===== src/hdl/tcsd_pkg.sv =====
// shared types and constants for the tap run cold start detector
`default_nettype none

package tcsd_pkg;

	localparam int TIME_W   = 32;
	localparam int SEC_W    = 16;
	localparam int WDAY_W   = 3;
	localparam int MINUTE_W = 11;
	localparam int BUCKET_W = 9;
	localparam int WEIGHT_W = 2;
	localparam int CFG_IDX_W = 3;
	localparam int CFG_DATA_W = 16;

	// register indexes
	localparam logic [CFG_IDX_W-1:0] REG_ENABLE       = 3'd0;
	localparam logic [CFG_IDX_W-1:0] REG_COLD_GAP     = 3'd1;
	localparam logic [CFG_IDX_W-1:0] REG_HOT_WINDOW   = 3'd2;
	localparam logic [CFG_IDX_W-1:0] REG_MIN_RECIRC   = 3'd3;
	localparam logic [CFG_IDX_W-1:0] REG_MIN_GENUINE  = 3'd4;

	// register reset values
	localparam logic [SEC_W-1:0] COLD_GAP_RST    = 16'd300;
	localparam logic [SEC_W-1:0] HOT_WINDOW_RST  = 16'd900;
	localparam logic [SEC_W-1:0] MIN_RECIRC_RST  = 16'd30;
	localparam logic [SEC_W-1:0] MIN_GENUINE_RST = 16'd30;

	// minute / 5 as (minute * 3277) >> 14, exact over the 11 bit range
	localparam int BKT_PROD_W = 23;
	localparam int BKT_SHIFT  = 14;
	localparam logic [BKT_PROD_W-1:0] BKT_RECIP = 23'd3277;
	localparam logic [BUCKET_W-1:0] BUCKET_MAX = 9'd287;

	// weights in halves
	localparam logic [WEIGHT_W-1:0] WEIGHT_NONE = 2'd0;
	localparam logic [WEIGHT_W-1:0] WEIGHT_HALF = 2'd1;
	localparam logic [WEIGHT_W-1:0] WEIGHT_FULL = 2'd2;

	typedef struct packed {
		logic             enable;
		logic [SEC_W-1:0] idle_gap_sec;
		logic [SEC_W-1:0] hot_window_sec;
		logic [SEC_W-1:0] min_recirc_duration_sec;
		logic [SEC_W-1:0] min_genuine_duration_sec;
	} cfg_t;

	typedef struct packed {
		logic                consumption_on;
		logic                recirc_on;
		logic [TIME_W-1:0]   now_sec;
		logic [WDAY_W-1:0]   weekday;
		logic [MINUTE_W-1:0] minute_of_day;
	} samp_t;

	typedef struct packed {
		logic                valid;
		logic [WDAY_W-1:0]   event_weekday;
		logic [BUCKET_W-1:0] event_bucket;
		logic [WEIGHT_W-1:0] weight_halves;
		logic                pipes_were_hot;
	} evt_t;

endpackage

`default_nettype wire


===== src/hdl/tap_run_cold_start_detector_unit.sv =====
// top level of the tap run cold start detector
// Takes one sensor sample word per clock and gives at most one cold start
// event word per sample, registered from the sample in the input
// register: the whole update is one pass of compares and subtractions
// between the input register and the state and result registers, so the
// sustained rate is one sample per cycle while the result side keeps up.
// A stalled result register holds the next sample in the input register.
// Configuration writes are always ready and take effect at the next sample.
`default_nettype none

module tap_run_cold_start_detector_unit
	import tcsd_pkg::*;
(
	input  wire logic                  clk,
	input  wire logic                  arst_n,
	// sample channel
	input  wire logic                  in_valid,
	output      logic                  in_stall,
	input  wire logic                  consumption_on,
	input  wire logic                  recirc_on,
	input  wire logic [TIME_W-1:0]     now_sec,
	input  wire logic [WDAY_W-1:0]     weekday,
	input  wire logic [MINUTE_W-1:0]   minute_of_day,
	// event channel
	output      logic                  out_valid,
	input  wire logic                  out_stall,
	output      logic [WDAY_W-1:0]     event_weekday,
	output      logic [BUCKET_W-1:0]   event_bucket,
	output      logic [WEIGHT_W-1:0]   weight_halves,
	output      logic                  pipes_were_hot,
	// configuration channel
	input  wire logic                  cfg_valid,
	output      logic                  cfg_ready,
	input  wire logic [CFG_IDX_W-1:0]  cfg_index,
	input  wire logic [CFG_DATA_W-1:0] cfg_data
);

	cfg_t  cfg;
	samp_t samp_s1;
	logic  v_s1;
	evt_t  evt;
	evt_t  res_q;
	logic  fire;
	logic  in_take;

	assign cfg_ready = 1'b1;

	tcsd_cfg u_cfg (
		.clk       (clk),
		.arst_n    (arst_n),
		.cfg_valid (cfg_valid),
		.cfg_index (cfg_index),
		.cfg_data  (cfg_data),
		.cfg       (cfg)
	);

	// sample moves on when the result register is free or draining
	assign fire     = v_s1 && (!res_q.valid || !out_stall);
	assign in_stall = v_s1 && !fire;
	assign in_take  = in_valid && !in_stall;

	// input register
	always_ff @(posedge clk or negedge arst_n) begin
		if (!arst_n)
			v_s1 <= 1'b0;
		else if (in_take)
			v_s1 <= 1'b1;
		else if (fire)
			v_s1 <= 1'b0;
	end

	always_ff @(posedge clk) begin
		if (in_take) begin
			samp_s1.consumption_on <= consumption_on;
			samp_s1.recirc_on      <= recirc_on;
			samp_s1.now_sec        <= now_sec;
			samp_s1.weekday        <= weekday;
			samp_s1.minute_of_day  <= minute_of_day;
		end
	end

	tcsd_core u_core (
		.clk    (clk),
		.arst_n (arst_n),
		.fire   (fire),
		.samp   (samp_s1),
		.cfg    (cfg),
		.evt    (evt)
	);

	// result register
	always_ff @(posedge clk or negedge arst_n) begin
		if (!arst_n) begin
			res_q <= '0;
		end else begin
			if (fire)
				res_q.valid <= evt.valid;
			else if (!out_stall)
				res_q.valid <= 1'b0;
			if (fire && evt.valid) begin
				res_q.event_weekday  <= evt.event_weekday;
				res_q.event_bucket   <= evt.event_bucket;
				res_q.weight_halves  <= evt.weight_halves;
				res_q.pipes_were_hot <= evt.pipes_were_hot;
			end
		end
	end

	assign out_valid      = res_q.valid;
	assign event_weekday  = res_q.event_weekday;
	assign event_bucket   = res_q.event_bucket;
	assign weight_halves  = res_q.weight_halves;
	assign pipes_were_hot = res_q.pipes_were_hot;

`ifndef SYNTH
	a_stall_cause: assert property (@(posedge clk) disable iff (!arst_n)
		in_stall |-> v_s1 && res_q.valid && out_stall)
		else $error("input stalled without a blocked result");
	a_no_overwrite: assert property (@(posedge clk) disable iff (!arst_n)
		res_q.valid && out_stall |-> !fire)
		else $error("pending result overwritten");
	a_weight_valid: assert property (@(posedge clk) disable iff (!arst_n)
		out_valid |-> weight_halves == WEIGHT_HALF || weight_halves == WEIGHT_FULL)
		else $error("event with zero weight");
`endif

endmodule

`default_nettype wire


===== src/hdl/tcsd_cfg.sv =====
// configuration register file
`default_nettype none

module tcsd_cfg
	import tcsd_pkg::*;
(
	input  wire logic                  clk,
	input  wire logic                  arst_n,
	input  wire logic                  cfg_valid,
	input  wire logic [CFG_IDX_W-1:0]  cfg_index,
	input  wire logic [CFG_DATA_W-1:0] cfg_data,
	output      cfg_t                  cfg
);

	cfg_t cfg_q;

	// register writes, out of range indexes ignored
	always_ff @(posedge clk or negedge arst_n) begin
		if (!arst_n) begin
			cfg_q.enable                   <= 1'b1;
			cfg_q.idle_gap_sec             <= COLD_GAP_RST;
			cfg_q.hot_window_sec           <= HOT_WINDOW_RST;
			cfg_q.min_recirc_duration_sec  <= MIN_RECIRC_RST;
			cfg_q.min_genuine_duration_sec <= MIN_GENUINE_RST;
		end else if (cfg_valid) begin
			case (cfg_index)
				REG_ENABLE:      cfg_q.enable                   <= cfg_data[0];
				REG_COLD_GAP:    cfg_q.idle_gap_sec             <= cfg_data;
				REG_HOT_WINDOW:  cfg_q.hot_window_sec           <= cfg_data;
				REG_MIN_RECIRC:  cfg_q.min_recirc_duration_sec  <= cfg_data;
				REG_MIN_GENUINE: cfg_q.min_genuine_duration_sec <= cfg_data;
				default: ;
			endcase
		end
	end

	assign cfg = cfg_q;

endmodule

`default_nettype wire


===== src/hdl/tcsd_core.sv =====
// run tracking state and per-sample update logic
`default_nettype none

module tcsd_core
	import tcsd_pkg::*;
(
	input  wire logic  clk,
	input  wire logic  arst_n,
	input  wire logic  fire,
	input  wire samp_t samp,
	input  wire cfg_t  cfg,
	output      evt_t  evt
);

	logic                in_run_q;
	logic [TIME_W-1:0]   last_active_q;
	logic [TIME_W-1:0]   run_start_q;
	logic [TIME_W-1:0]   run_dur_q;
	logic [WDAY_W-1:0]   run_wday_q;
	logic [BUCKET_W-1:0] run_bucket_q;
	logic                run_hot_q;
	logic [TIME_W-1:0]   last_recirc_q;

	logic                cold;
	logic                recent;
	logic                cold_start;
	logic [TIME_W-1:0]   start_eff;
	logic [TIME_W-1:0]   dur_nx;
	logic [BKT_PROD_W-1:0] bkt_prod;
	logic [BUCKET_W-1:0] bkt_quot;
	logic [BUCKET_W-1:0] bucket;
	logic [WEIGHT_W-1:0] weight;
	logic                upd;

	assign upd = fire && cfg.enable;

	// idle gap test, never seen counts as cold
	always_comb begin
		if (last_active_q == '0)
			cold = 1'b1;
		else if (samp.now_sec < last_active_q)
			cold = 1'b0;
		else
			cold = (samp.now_sec - last_active_q) >= {16'd0, cfg.idle_gap_sec};
	end

	// pipes hot if pump on now or within the hot window
	always_comb begin
		if (samp.recirc_on)
			recent = 1'b1;
		else if (last_recirc_q == '0)
			recent = 1'b0;
		else if (samp.now_sec < last_recirc_q)
			recent = 1'b1;
		else
			recent = (samp.now_sec - last_recirc_q) < {16'd0, cfg.hot_window_sec};
	end

	// five minute bucket, saturated
	assign bkt_prod = BKT_PROD_W'(samp.minute_of_day) * BKT_RECIP;
	assign bkt_quot = bkt_prod[BKT_SHIFT +: BUCKET_W];
	assign bucket   = (bkt_quot > BUCKET_MAX) ? BUCKET_MAX : bkt_quot;

	assign cold_start = samp.consumption_on && !in_run_q && cold;
	assign start_eff  = cold_start ? samp.now_sec : run_start_q;
	assign dur_nx     = (samp.now_sec >= start_eff) ? (samp.now_sec - start_eff) : '0;

	// weigh the finished run
	always_comb begin
		if (run_hot_q)
			weight = (run_dur_q >= {16'd0, cfg.min_recirc_duration_sec}) ?
				WEIGHT_FULL : WEIGHT_NONE;
		else
			weight = (run_dur_q >= {16'd0, cfg.min_genuine_duration_sec}) ?
				WEIGHT_FULL : WEIGHT_HALF;
	end

	// event on the falling consumption edge
	always_comb begin
		evt.valid          = upd && !samp.consumption_on && in_run_q && (weight != WEIGHT_NONE);
		evt.event_weekday  = run_wday_q;
		evt.event_bucket   = run_bucket_q;
		evt.weight_halves  = weight;
		evt.pipes_were_hot = run_hot_q;
	end

	// control state
	always_ff @(posedge clk or negedge arst_n) begin
		if (!arst_n) begin
			in_run_q      <= 1'b0;
			last_active_q <= '0;
			last_recirc_q <= '0;
			run_start_q   <= '0;
			run_dur_q     <= '0;
			run_hot_q     <= 1'b0;
			run_wday_q    <= '0;
			run_bucket_q  <= '0;
		end else if (upd) begin
			in_run_q <= samp.consumption_on;
			if (samp.consumption_on) begin
				last_active_q <= samp.now_sec;
				run_dur_q     <= dur_nx;
			end
			if (cold_start) begin
				run_start_q  <= samp.now_sec;
				run_hot_q    <= recent;
				run_wday_q   <= samp.weekday;
				run_bucket_q <= bucket;
			end
			if (samp.recirc_on)
				last_recirc_q <= samp.now_sec;
		end
	end

`ifndef SYNTH
	a_evt_ends_run: assert property (@(posedge clk) disable iff (!arst_n)
		evt.valid |=> !in_run_q)
		else $error("run still open after event");
	a_cons_opens_run: assert property (@(posedge clk) disable iff (!arst_n)
		upd && samp.consumption_on |=> in_run_q)
		else $error("consumption did not open run");
	a_hot_full: assert property (@(posedge clk) disable iff (!arst_n)
		evt.valid && run_hot_q |-> evt.weight_halves == WEIGHT_FULL)
		else $error("hot run event with partial weight");
	a_idle_hold: assert property (@(posedge clk) disable iff (!arst_n)
		!upd |=> $stable(in_run_q) && $stable(last_active_q) && $stable(last_recirc_q))
		else $error("state changed without sample");
`endif

endmodule

`default_nettype wire

===== config.mk =====
export PLATFORM = sky130hd
export DESIGN_NAME = tap_run_cold_start_detector_unit
export DESIGN_NICKNAME = d
export VERILOG_FILES = /design/src/hdl/tcsd_pkg.sv /design/src/hdl/tap_run_cold_start_detector_unit.sv /design/src/hdl/tcsd_cfg.sv /design/src/hdl/tcsd_core.sv
export SDC_FILE = /design/constraint.sdc
export NUM_CORES = 1
export LEC_CHECK = 0
export BUFFER_PORTS_ARGS = -buffer_cell sky130_fd_sc_hd__buf_2
export CAP_MARGIN = 20
export CORE_MARGIN = 5
export CORE_UTILIZATION = 44
export DETAILED_ROUTE_END_ITERATION = 10
export SYNTH_ARGS = -nofsm -noshare
export SYNTH_HDL_FRONTEND = slang
export SYNTH_SLANG_ARGS = --single-unit

===== constraint.sdc =====
create_clock -name clk -period 12.9 [get_ports clk]
set_input_delay 1.29 -clock clk [delete_from_list [all_inputs] [get_ports clk]]
set_output_delay 1.29 -clock clk [all_outputs]
set_load 0.01 [all_outputs]

Word-level counts from Yosys, hierarchy flattened
Index checks and enable logic that the tools add are counted.
{"block": "word_totals", "regBits": 272, "input_bits": 72, "out_inout_bits": 18}
{"block": "op_classes", "n_addsub": 3, "multipliers": 1, "order_cmp": 8, "eq_ne": 5, "n_mux": 15, "n_reduce_logical": 30}
{"operator": "greater-or-equal comparator 32 x 16 -> 1 bit", "count": 3}
{"operator": "subtractor 32 bit", "count": 3}
{"operator": "zero test 32 bit", "count": 2}
{"operator": "less-than comparator 32 bit", "count": 2}
{"operator": "two-way mux 32 bit", "count": 2}
{"operator": "greater-or-equal comparator 32 bit", "count": 1}
{"operator": "less-than comparator 32 x 16 -> 1 bit", "count": 1}
{"operator": "multiplier 11 x 12 -> 23 bit, second input constant", "count": 1}
{"operator": "AND reduction 2 bit", "count": 8}
{"operator": "logical AND 1 bit", "count": 10}
{"operator": "greater-than comparator 9 bit, second input constant", "count": 1}
{"operator": "two-way mux 1 bit", "count": 9}
{"operator": "two-way mux 9 bit", "count": 1}
{"operator": "== test 3 x 2 -> 1 bit, second input constant", "count": 2}
{"operator": "zero test 1 bit", "count": 6}
{"operator": "two-way mux 2 bit", "count": 3}
{"operator": "nonzero test 2 bit", "count": 2}
{"operator": "== test 3 x 1 -> 1 bit, second input constant", "count": 1}
{"operator": "== test 3 bit, second input constant", "count": 1}
{"operator": "zero test 3 bit", "count": 1}
{"operator": "inequality test 2 x 1 -> 1 bit, second input constant", "count": 1}
{"operator": "logical OR 1 bit", "count": 1}

Longest topological paths before layout
Gate-level depths: netlist of the first run.
{"block": "depth", "depth_word": 8, "ltp_mapped": 39}

By module
Synthesis of the first run repeated with hierarchy kept, for this count alone.
{"block": "unflattened", "cells_unflattened": 1904, "hier_area_um2": 19717.7}
{"module": "tcsd_core", "instances": 1, "cells_each": 1670, "area_each_um2": 14900.5, "seq_area_each_um2": 3553.4}
{"module": "tcsd_cfg", "instances": 1, "cells_each": 142, "area_each_um2": 2653.8, "seq_area_each_um2": 1647.8}
{"module": "tap_run_cold_start_detector_unit", "instances": 1, "cells_each": 92, "area_each_um2": 2163.3, "seq_area_each_um2": 1866.8}

Worst setup path before layout of the first run
OpenSTA, ideal clock, no wires.
{"block": "synth_timing", "path_kind": "register -> register", "from": "register samp_s1[15] (netlist name)", "to": "register u_core.run_dur_q[29]", "t_arrival_ns": 7.975, "required_time_ns": 12.779, "slack_ns": 4.804, "stages_incl_launch_ff": 38, "path_buffers": 2, "synth_period_minus_slack_ns": 8.096, "cell_sequence": "edfxtp_1 > ha_1 > nor2b_1 > o31a_1 > o21a_1 > nor2_1 > o21ai_0 > xor2_1 > ha_1 > a21oi_1 > o21ai_0 > a2111oi_0 > nand2_1 > a2111oi_2 > nand4_1 > or4_1 > o21ai_2 > buf_6 > [2 not listed] > a21oi_1 > ha_1 > nor2b_1 > o21ai_0 > nand2b_1 > a2111oi_0 > nor3_1 > a311o_1 > maj3_1 > nor2_1 > a31oi_1 > a31oi_1 > o221ai_1 > nand3_1 > a31oi_1 > a221oi_1 > xnor2_1 > a22o_1"}
{"block": "synth_via", "elab_chain_cells": 8}
{"element": "from (decl)", "line_no": "tap_run_cold_start_detector_unit.sv:39", "rtl": "samp_t samp_s1;"}
{"element": "subtractor 32 bit", "line_no": "tcsd_core.sv:44", "rtl": "cold = (samp.now_sec - last_active_q) >= {16'd0, cfg.idle_gap_sec};"}
{"element": "greater-or-equal comparator 32 x 16 -> 1 bit", "line_no": "tcsd_core.sv:44"}
{"element": "two-way mux 1 bit", "line_no": "tcsd_core.sv:41", "rtl": "else if (samp.now_sec < last_active_q)"}
{"element": "two-way mux 1 bit", "line_no": "tcsd_core.sv:39", "rtl": "if (last_active_q == '0)"}
{"element": "logical AND 1 bit", "line_no": "tcsd_core.sv:64", "rtl": "assign cold_start = samp.consumption_on && !in_run_q && cold;"}
{"element": "two-way mux 32 bit"}
{"element": "subtractor 32 bit / greater-or-equal comparator 32 bit (equally long branches)", "line_no": "tcsd_core.sv:66", "rtl": "assign dur_nx = (samp.now_sec >= start_eff) ? (samp.now_sec - start_eff) : '0;"}
{"element": "two-way mux 32 bit (*)", "line_no": "tcsd_core.sv:66"}
{"element": "to (signal assigned)", "line_no": "tcsd_core.sv:102", "rtl": "run_dur_q <= dur_nx;"}
{"element": "to (decl)", "line_no": "tcsd_core.sv:18", "rtl": "logic [TIME_W-1:0] run_dur_q;"}
Mark *: on every way between the ends. The rest lies on a longest branch, timed or not.
A chain may end at the register's enable or synchronous reset.

Worst setup path in the final report of the first run
{"block": "layout_timing", "from": "register samp_s1[20] (netlist name)", "to": "register u_core.run_dur_q[29]"}
The elaborated chain is that of the path after synthesis.

==> results.md, run 1 <==
- Status: complete, no violations
- Fin. Hold Viols: 0
- Synthesized cell area: roughly 0.019 mm²
- Crit-path max FO: 20
- Clk root buf: clkbuf_16
- Synth Area in Compound Gates: 17.3%
- Core box area: 0.0439 mm²
- Vias: 15300
- Via/cell ratio: 5.58
- Layout Nets: 2453
- Pwr dens: between 200 and 250 mW/mm²
- Initial antenna violation count: 4
- CTS tree: built
- Overflow after GRT: 0
- Pleak: 10.3 nW
- Die Area: 0.0484 mm²
- CP Class: register to register
- Layout cells sized above 1: roughly 14%
- TritonRoute pass-1 iters: 6
- Fmax: 109 MHz
- First-pass GRT wire length: 84400 µm
- Synth async-reset ratio: about 82%
- Yosys reg bits: 272
- Hold WS: roughly 0.44 ns
- R2R Setup Slk: around 3.7 ns
- Die Ht: 220 µm
- Setup-failing EPs final: 0
- Synth Area per Inst: 9.47 µm²
- Synth top area cells: dfrtp_1, ha_1, edfxtp_1
- Synth Area in Simple Gates: around an eighth
- Top cell type's share of synthesized area: 26.7%
- Min Clock Period, post-route: 9.18 ns
- Post-synth top area cell: dfrtp_1
- Starting Density: 44.2%
- HP Class: register to register
- Clock-pin slew on the worst setup and hold paths: 0.06 ns
- Fin crit share: between 70% and 80%
- Count leader, synth: nand2_1
- Multiplexer area fraction after synthesis: under 10%
- Cts bufs inserted: 34
- Slowest-stage cell, CP: or4_1
- Site Rows: 77
- Max-cap violations: 0
- Post-Synth XOR/XNOR Area: approximately 3.3%
- Routed WL per cell: a little under 20 µm
- Boundary Pins: 90
- Drc violations: 0
- Clock Skews: 0.0234 ns
- WL final: 53400 µm
- Yosys Warn Count: 0
- # Post-CTS Setup Buffers: 0
- Most used cell, CP: a21oi_1
- Post-DP HPWL: just over 40000 µm
- Synth Instances: 2048
- Pwr Total: about 5.1 mW
- WP data required: ~13 ns
- Largest family of logic cells by synthesized area: adder cells
- CP arrival: 9.61 ns
- Antenna diode count: 0
- Crit path largest cell delay: 0.61 ns
- Post-synth top cells: nand2_1, inv_1, ha_1
- Max Root-Sink Buffers: 3
- Syn_nets: 2372
- Post-synth EDFFs: between 40 and 50
- Actual slew at the worst max-slew pin: 0.944 ns
- Post-synthesis adder-cell area fraction: 18.0%
- Sink Count: 272
- Yosys cell types: 83
- Port bufs: 88
- Finished Core Util: 49.4%
- Cts repair resizes: 0
- H-tree levels: 2
- Post-synth top flop: dfrtp_1
- Post-cts hold buffer count: 0
- Setup TNS: 0 ns
- CP Capture Type: register
- Vias in the first global route: 15100
- Sequential cell area fraction in the yosys report: a little over a third
- Worst vdd rail ir drop: 116 µV
- RSZ-0062 raised after global routing: false
- Synthesis-to-finish area growth: 11.9%
- Global placement routability congestion: 0.937
- Antenna viol nets, final: 0
- GRT Total Usage: 22.2%
- Clock latency on the worst-skew pair: around 0.54 ns
- Slew Limit Fails: 0
- Rel. slew slack: around 37%
- Initial DRC count: 1029
- Die Wd: 220 µm
- Critical path launch point type: register
- Largest net degree at the start of global routing: 94
[final timing paths]
check,end,cells past startpoint,startpoint
max,u_core.run_dur_q[29],36,samp_s1[20]
min,u_core.run_wday_q[1],2,samp_s1[12]
max reg2reg,u_core.run_dur_q[29],36,samp_s1[20]
min reg2reg,u_core.run_wday_q[1],2,samp_s1[12]
max in group asynchronous,u_cfg.cfg[54],2,arst_n
min in group asynchronous,u_cfg.cfg[45],1,arst_n
[stage by stage]
step | instance area [µm²] | worst slack [ns] | instances
global route | 21700 | 2.92 | 2746
CTS | 21600 | 3.82 | 2742
detailed placement | 20500 | 3.87 | 2681
floorplan | 19400 | 4.80 | 2048
finish | 21700 | 3.72 | 2746
global placement | 20500 | 4.10 | 2681
[cell families (layout without fill, tap and decap cells)]
family,Yosys count,in the layout
AOI/OAI and AO/OA,509,509
xor gates and xnor gates,72,72
adders and majority gates,260,260
buffers and inverters,296,402
DFF,272,272
muxes,115,115
other,1,1
and+or+nand+nor,523,523
[worst max-delay path: cells and delay by family (launching register included)]
family,cells,cell delay (ns)
buffers and inverters,1,0.27
AND/OR/NAND/NOR,10,2.10
AO/OA/AOI/OAI,19,4.38
XOR/XNOR,2,0.28
flip-flops,1,0.54
adder cells (fa/ha/maj),4,1.46
[cell type report]
| type | instances | area, µm² |
|---|---|---|
| fill | 4184 | 22200 |
| multi-input combinational | 1480 | 11200 |
| sequential | 272 | 7070 |
| clock buffer | 38 | 908 |
| inverter | 231 | 867 |
| tap | 592 | 741 |
| timing repair buffer | 110 | 683 |
| clock inverter | 23 | 214 |
[placed cells by master, fill, tap and decap left out, types with 28 or more instances in the layout]
| master | instances |
|---|---|
| a22o_1 | 28 |
| a21oi_1 | 110 |
| clkbuf_16 | 36 |
| edfxtp_1 | 48 |
| o21ai_0 | 130 |
| inv_1 | 231 |
| ha_1 | 218 |
| fa_1 | 34 |
| a21o_1 | 55 |
| dfrtp_1 | 207 |
| nor2_1 | 85 |
| xnor2_1 | 43 |
| nand2_1 | 237 |
| mux2_2 | 90 |
| buf_2 | 87 |
| xor2_1 | 29 |
[layer usage]
layer | up-vias | part of all wire [%] | global-route usage [%]
li1 | 7421 | - | -
met1 | 7408 | 47 | 32.6
met2 | 405 | 44 | 33.8
met5 | - | 0.051 | 0
met3 | 76 | 5.5 | 3.41
met4 | 4 | 2.9 | 7.05
[power breakdown]
part | switching, mW | total (mW) | internal, mW
clock network | 0.395 | 0.967 | 0.572
logic | 1.63 | 2.78 | 1.16
registers | 0.213 | 1.37 | 1.15
[sequential cells by signal, summed over array words and instances, names as in the netlist]
signal                flops
u_core.last_recirc_q     32
event_weekday             3
v_s1                      1
pipes_were_hot            1
out_valid                 1
u_core.last_active_q     32
u_core.run_start_q       32
samp_s1                  48
u_cfg.cfg                65
event_bucket              9
u_core.run_bucket_q       9
weight_halves             2
u_core.run_dur_q         32
u_core.run_hot_q          1
u_core.in_run_q           1
u_core.run_wday_q         3
Power figures use the tool's default switching activity.
==> run 2, diff against run 1 <==
- clock period: 12.9 -> 8.7 ns (I/O delays scaled with it)
==> run 2 against run 1 <==
  * Power grew 49%
  * Critical path depth is the same
  * Setup slack lost 3.2 ns
  * Sequential power grew 47%
  * Final area grew 1.1%
  * Sequential share of layout area shrank 0.36 points
  * Flip-flop and latch count is the same
  * Core utilization grew 0.55 points
  * Register-to-register slack lost 3.2 ns
  * First-iteration DRC count shrank 9.1%
  * Highest routed layer unchanged
==> results.md, run 2 (same netlist as run 1, synthesis figures left out) <==
- Status: complete, no violations
- CP Capture Type: register
- Commonest non-fill, non-tap cells in the layout: nand2_1, inv_1, ha_1
- Pwr dens: 348 mW/mm²
- Initial DRC count: 935
- Boundary Pins: 90
- Most used cell, CP: ha_1
- Routed WL per cell: around 20 µm
- WP data required: 9.14 ns
- Area used by multi-input combinational logic: between 0.01 and 0.015 mm²
- Family with the most delay on the worst path: compound AO/OA/AOI/OAI gates
- Slew Limit Fails: 0
- Drc violations: 0
- First-pass GRT wire length: 86300 µm
- Layout cells sized above 1: 15.3%
- Setup-failing EPs final: 0
- R2R Setup Slk: 0.49 ns
- Pleak: about 10 nW
- Commonest non-fill, non-tap cell in the layout: nand2_1
- Starting Density: between 40% and 50%
- Rel. slew slack: between 30% and 40%
- Fin crit share: 94.4%
- Clock-pin slew on the worst setup and hold paths: 0.06 ns
- Port bufs: 88
- Max Root-Sink Buffers: 3
- Cts bufs inserted: 34
- Register area: 0.00707 mm²
- WP buf/inv: 1
- Antenna viol nets, final: 0
- WL final: 54800 µm
- Via/cell ratio: around 5.5
- CTS tree: built
- Wire length on met3: 2660 µm
- Die Ht: about 220 µm
- Site Rows: 77
- Setup TNS: 0 ns
- GRT Total Usage: 22.9%
- CP arrival: 8.65 ns
- Met1 Wirelength: 25800 µm
- Post-DP HPWL: roughly 43000 µm
- Slowest-stage cell, CP: or4_1
- Worst vdd rail ir drop: 187 µV
- Cell count after placement: 2706
- Die Wd: about 220 µm
- Critical R2R Launch: samp_s1[14]
- Crit path largest cell delay: 0.57 ns
- Pwr Total: roughly 7.6 mW
- H-tree levels: 2
- Layout Nets: 2478
- Die Area: roughly 0.048 mm²
- Met2 wire length: 24300 µm
- Hold WS: approximately 0.36 ns
- Critical path launch point type: register
- Overflow after GRT: 0
- Crit-path max FO: 6
- Clock latency on the worst-skew pair: 0.55 ns
- Initial antenna violation count: 3
- R2R Path End: u_core.run_dur_q[29]
- Worst reg2reg path depth: 36
- Min Clock Period, post-route: 8.21 ns
- TritonRoute pass-1 iters: 5
- Global placement routability congestion: 0.907
- Vias: 15400
- Clk root buf: clkbuf_16
- Fmax: 122 MHz
- Sink Count: 272
- Vias in the first global route: about 15000
- Max FFs per register: 65
- HP Class: input pin to asynchronous set/reset pin
- Max-cap violations: 0
- Finished Layout Cells: 2772
- Synthesis-to-finish area growth: 13.1%
- Core box area: around 0.044 mm²
- Actual slew at the worst max-slew pin: 0.952 ns
- Fin. Hold Viols: 0
- Clock Skews: 0.0200 ns
- Top Layer Used: met5
- CP Class: register to register
- Largest net degree at the start of global routing: 100
- Fill count: 4200
-- run 2: through the flow --
stage	worst slack, ns	area (µm²)	utilization, %
2_1_floorplan	0.604	19400	-
3_3_place_gp	0.278	20700	47.1
3_5_place_dp	0.124	20700	47.1
4_1_cts	0.0849	21800	49.7
5_1_grt	-0.00376	21900	49.9
6_report	0.489	21900	49.9
-- run 2: what timing repair did --
item | CTS | global route
buffers inserted | 0 | 2
setup endpoints to repair | 0 | 7
hold buffers | 0 | 0
gates resized for setup | 0 | 12
-- run 2: where the power goes --
| group | switching [mW] | internal, mW |
|---|---|---|
| sequential | 0.305 | 1.71 |
| clock | 0.581 | 0.859 |
| combinational | 2.43 | 1.76 |
| total | 3.31 | 4.33 |
-- run 2: how the worst max path moves through the flow --
stage | start | cells past startpoint | to
2_1_floorplan | samp_s1[15] | 37 | u_core.run_dur_q[29]
3_3_place_gp | u_core.last_active_q[1] | 36 | u_core.run_dur_q[29]
3_5_place_dp | u_core.last_active_q[1] | 36 | u_core.run_dur_q[29]
4_1_cts | u_core.last_active_q[1] | 36 | u_core.run_dur_q[29]
5_1_grt | u_core.last_active_q[1] | 37 | u_core.run_dur_q[29]
6_report | samp_s1[14] | 36 | u_core.run_dur_q[29]
-- run 2: layout make-up --
type / instances / share of cell area [%]
Multi-Input combinational cell: 1480 / 51.4
Inverter: 231 / 3.95
Antenna cell: 2 / 0.0228
Timing Repair Buffer: 135 / 3.84
Clock inverter: 15 / 0.696
Sequential cell: 272 / 32.2
Tap cell: 592 / 3.38
Clock buffer: 45 / 4.48
-- run 2: per-layer routing --
layer  global-route usage, %  vias to the layer above
met5                       0                        -
met4                    7.97                        4
met3                    4.25                       94
met2                    35.7                      328
met1                    32.0                     7464
li1                        -                     7483
==> run 3, diff against run 2 <==
- CTS_BUF_LIST: not set -> sky130_fd_sc_hd__clkbuf_4
- MAX_ROUTING_LAYER: not set -> met4
==> run 3 against run 2 <==
  * Largest power group unchanged
  * Die area did not move
  * Fmax rose by 0.99%
  * Critical path type unchanged
  * Cell count rose by 3.2%
==> results.md, run 3 (same netlist as run 1, synthesis figures left out) <==
- Site Rows: 77
- Die Wd: 220 µm
- Post-cts hold buffer count: 0
- Vias: 15600
- Boundary Pins: 90
- Sink Count: 272
- Pleak: 10.5 nW
- Pwr Total: 7.44 mW
- Die Area: between 0.04 and 0.05 mm²
- GRT Total Usage: 23.7%
- Max Root-Sink Buffers: 3
- Initial DRC count: 941
- Clk root buf: clkbuf_4
- Crit path largest cell delay: 0.60 ns
- Hold WS: 0.0957 ns
- Die Ht: 220 µm
- Initial antenna violation count: 2
- Crit-path max FO: 6
- H-tree levels: 3
- Starting Density: roughly 44%
- Setup-failing EPs final: 0
- Drc violations: 0
- CP Capture Type: register
- Overflow after GRT: 0
- Global placement routability congestion: 0.894
- Fin. Hold Viols: 0
- Worst vdd rail ir drop: 125 µV
- Finished Layout Cells: 2862
- CP Class: register to register
- Slowest-stage cell, CP: or4_4
- Worst reg2reg path depth: 36
- Fill count: 4259
- WP data required: 9.38 ns
- First-pass GRT wire length: 86500 µm
- Via/cell ratio: approximately 5.4
- Cell count after placement: 2708
- Most used cell, CP: ha_1
- Clock-pin slew on the worst setup and hold paths: 0.07 ns
- Post-DP HPWL: around 43000 µm
- Commonest non-fill, non-tap cells in the layout: nand2_1, inv_1, ha_1
- Antenna viol nets, final: 0
- Rel. slew slack: 24.7%
- Status: complete, no violations
- Worst setup margin: 0.569 ns
- Clock latency on the worst-skew pair: ~0.84 ns
- Synthesis-to-finish area growth: 12.6%
- WL final: 54800 µm
- Layout cells sized above 1: 17.9%
- Post-place setup slack: -0.0324 ns
- Port bufs: 88
- Actual slew at the worst max-slew pin: 1.13 ns
- Clock Skews: 0.0590 ns
- Commonest non-fill, non-tap cell in the layout: nand2_1
- Critical path launch point type: register
- Vias in the first global route: 15700
- Fin crit share: 93.5%
- Min Clock Period, post-route: 8.13 ns
- Slew Limit Fails: 0
- HP Class: input pin to asynchronous set/reset pin
- Cts bufs inserted: 80
- Fmax: between 100 and 150 MHz
- Max FFs per register: 65
- Setup TNS: 0 ns
- Largest net degree at the start of global routing: just under 100
- Core box area: 0.0439 mm²
- Routed WL per cell: approximately 19 µm
- CTS tree: built
- CP arrival: 8.81 ns
- TritonRoute pass-1 iters: 7
- Pwr dens: 341 mW/mm²
- Max-cap violations: 0
- Layout Nets: roughly 2500
## run 3: cell types whose count changed in the layout (fill, tap and decap cells not counted), sizes merged
cell / delta
buf: +1
clkinv: +18
clkbuf: +71
clkinvlp: -1
diode: +1
## run 3: path summary, 6_finish.rpt
path                             startpoint                        to  slack (ns)
worst max-delay path            samp_s1[14]      u_core.run_dur_q[29]        0.57
worst min-delay path                 arst_n  u_core.last_recirc_q[25]         0.1
worst max register to register  samp_s1[14]      u_core.run_dur_q[29]        0.57
worst min register to register  samp_s1[11]      u_core.run_wday_q[0]        0.44
max in group asynchronous            arst_n    u_core.run_bucket_q[0]        7.22
min in group clk                now_sec[15]               samp_s1[29]        0.21
## run 3: layer usage
| metal | track usage (%) | vias to the layer above | wire length, µm |
|---|---|---|---|
| met4 | 6.86 | 0 | 1130 |
| li1 | - | 7643 | - |
| met5 | - | - | 0 |
| met2 | 37.1 | 352 | 25300 |
| met1 | 32.0 | 7492 | 25900 |
| met3 | 3.64 | 85 | 2520 |
## run 3: critical path, delay by kind of cell (launching register included)
family / cells / cell delay (ns)
AO/OA/AOI/OAI: 17 / 3.75
XOR/XNOR: 2 / 0.25
adder cells (fa/ha/maj): 5 / 1.62
buffers and inverters: 1 / 0.10
flip-flops: 1 / 0.34
AND/OR/NAND/NOR: 11 / 1.92
## run 3: per-stage QoR
stage | instance area (µm²) | utilization (%)
after floorplan | 19400 | -
after global placement | 20700 | 47.1
after detailed placement | 20700 | 47.1
after CTS | 21800 | 49.5
after global routing | 21800 | 49.7
final | 21900 | 49.7
## run 3: report_power, final
part / internal [mW] / switching, mW
clock: 0.676 / 0.588
combinational: 1.76 / 2.40
sequential: 1.71 / 0.309
## run 3: area by class of cell
class	count	area (µm²)	area share [%]
diodes	3	7.51	0.0344
clock buffers	116	871	3.99
clock inverters	32	190	0.870
inverters	231	867	3.97
multi-input cells	1480	11300	51.6
flip-flops and latches	272	7070	32.3
well taps	592	741	3.39
repair buffers	136	831	3.80
## run 3: repair_timing
item / 4_1_cts / 5_1_grt
resized for setup: 2 / 12
pin swaps: 0 / 5
endpoints found under the setup margin: 3 / 32
setup buffers: 0 / 2
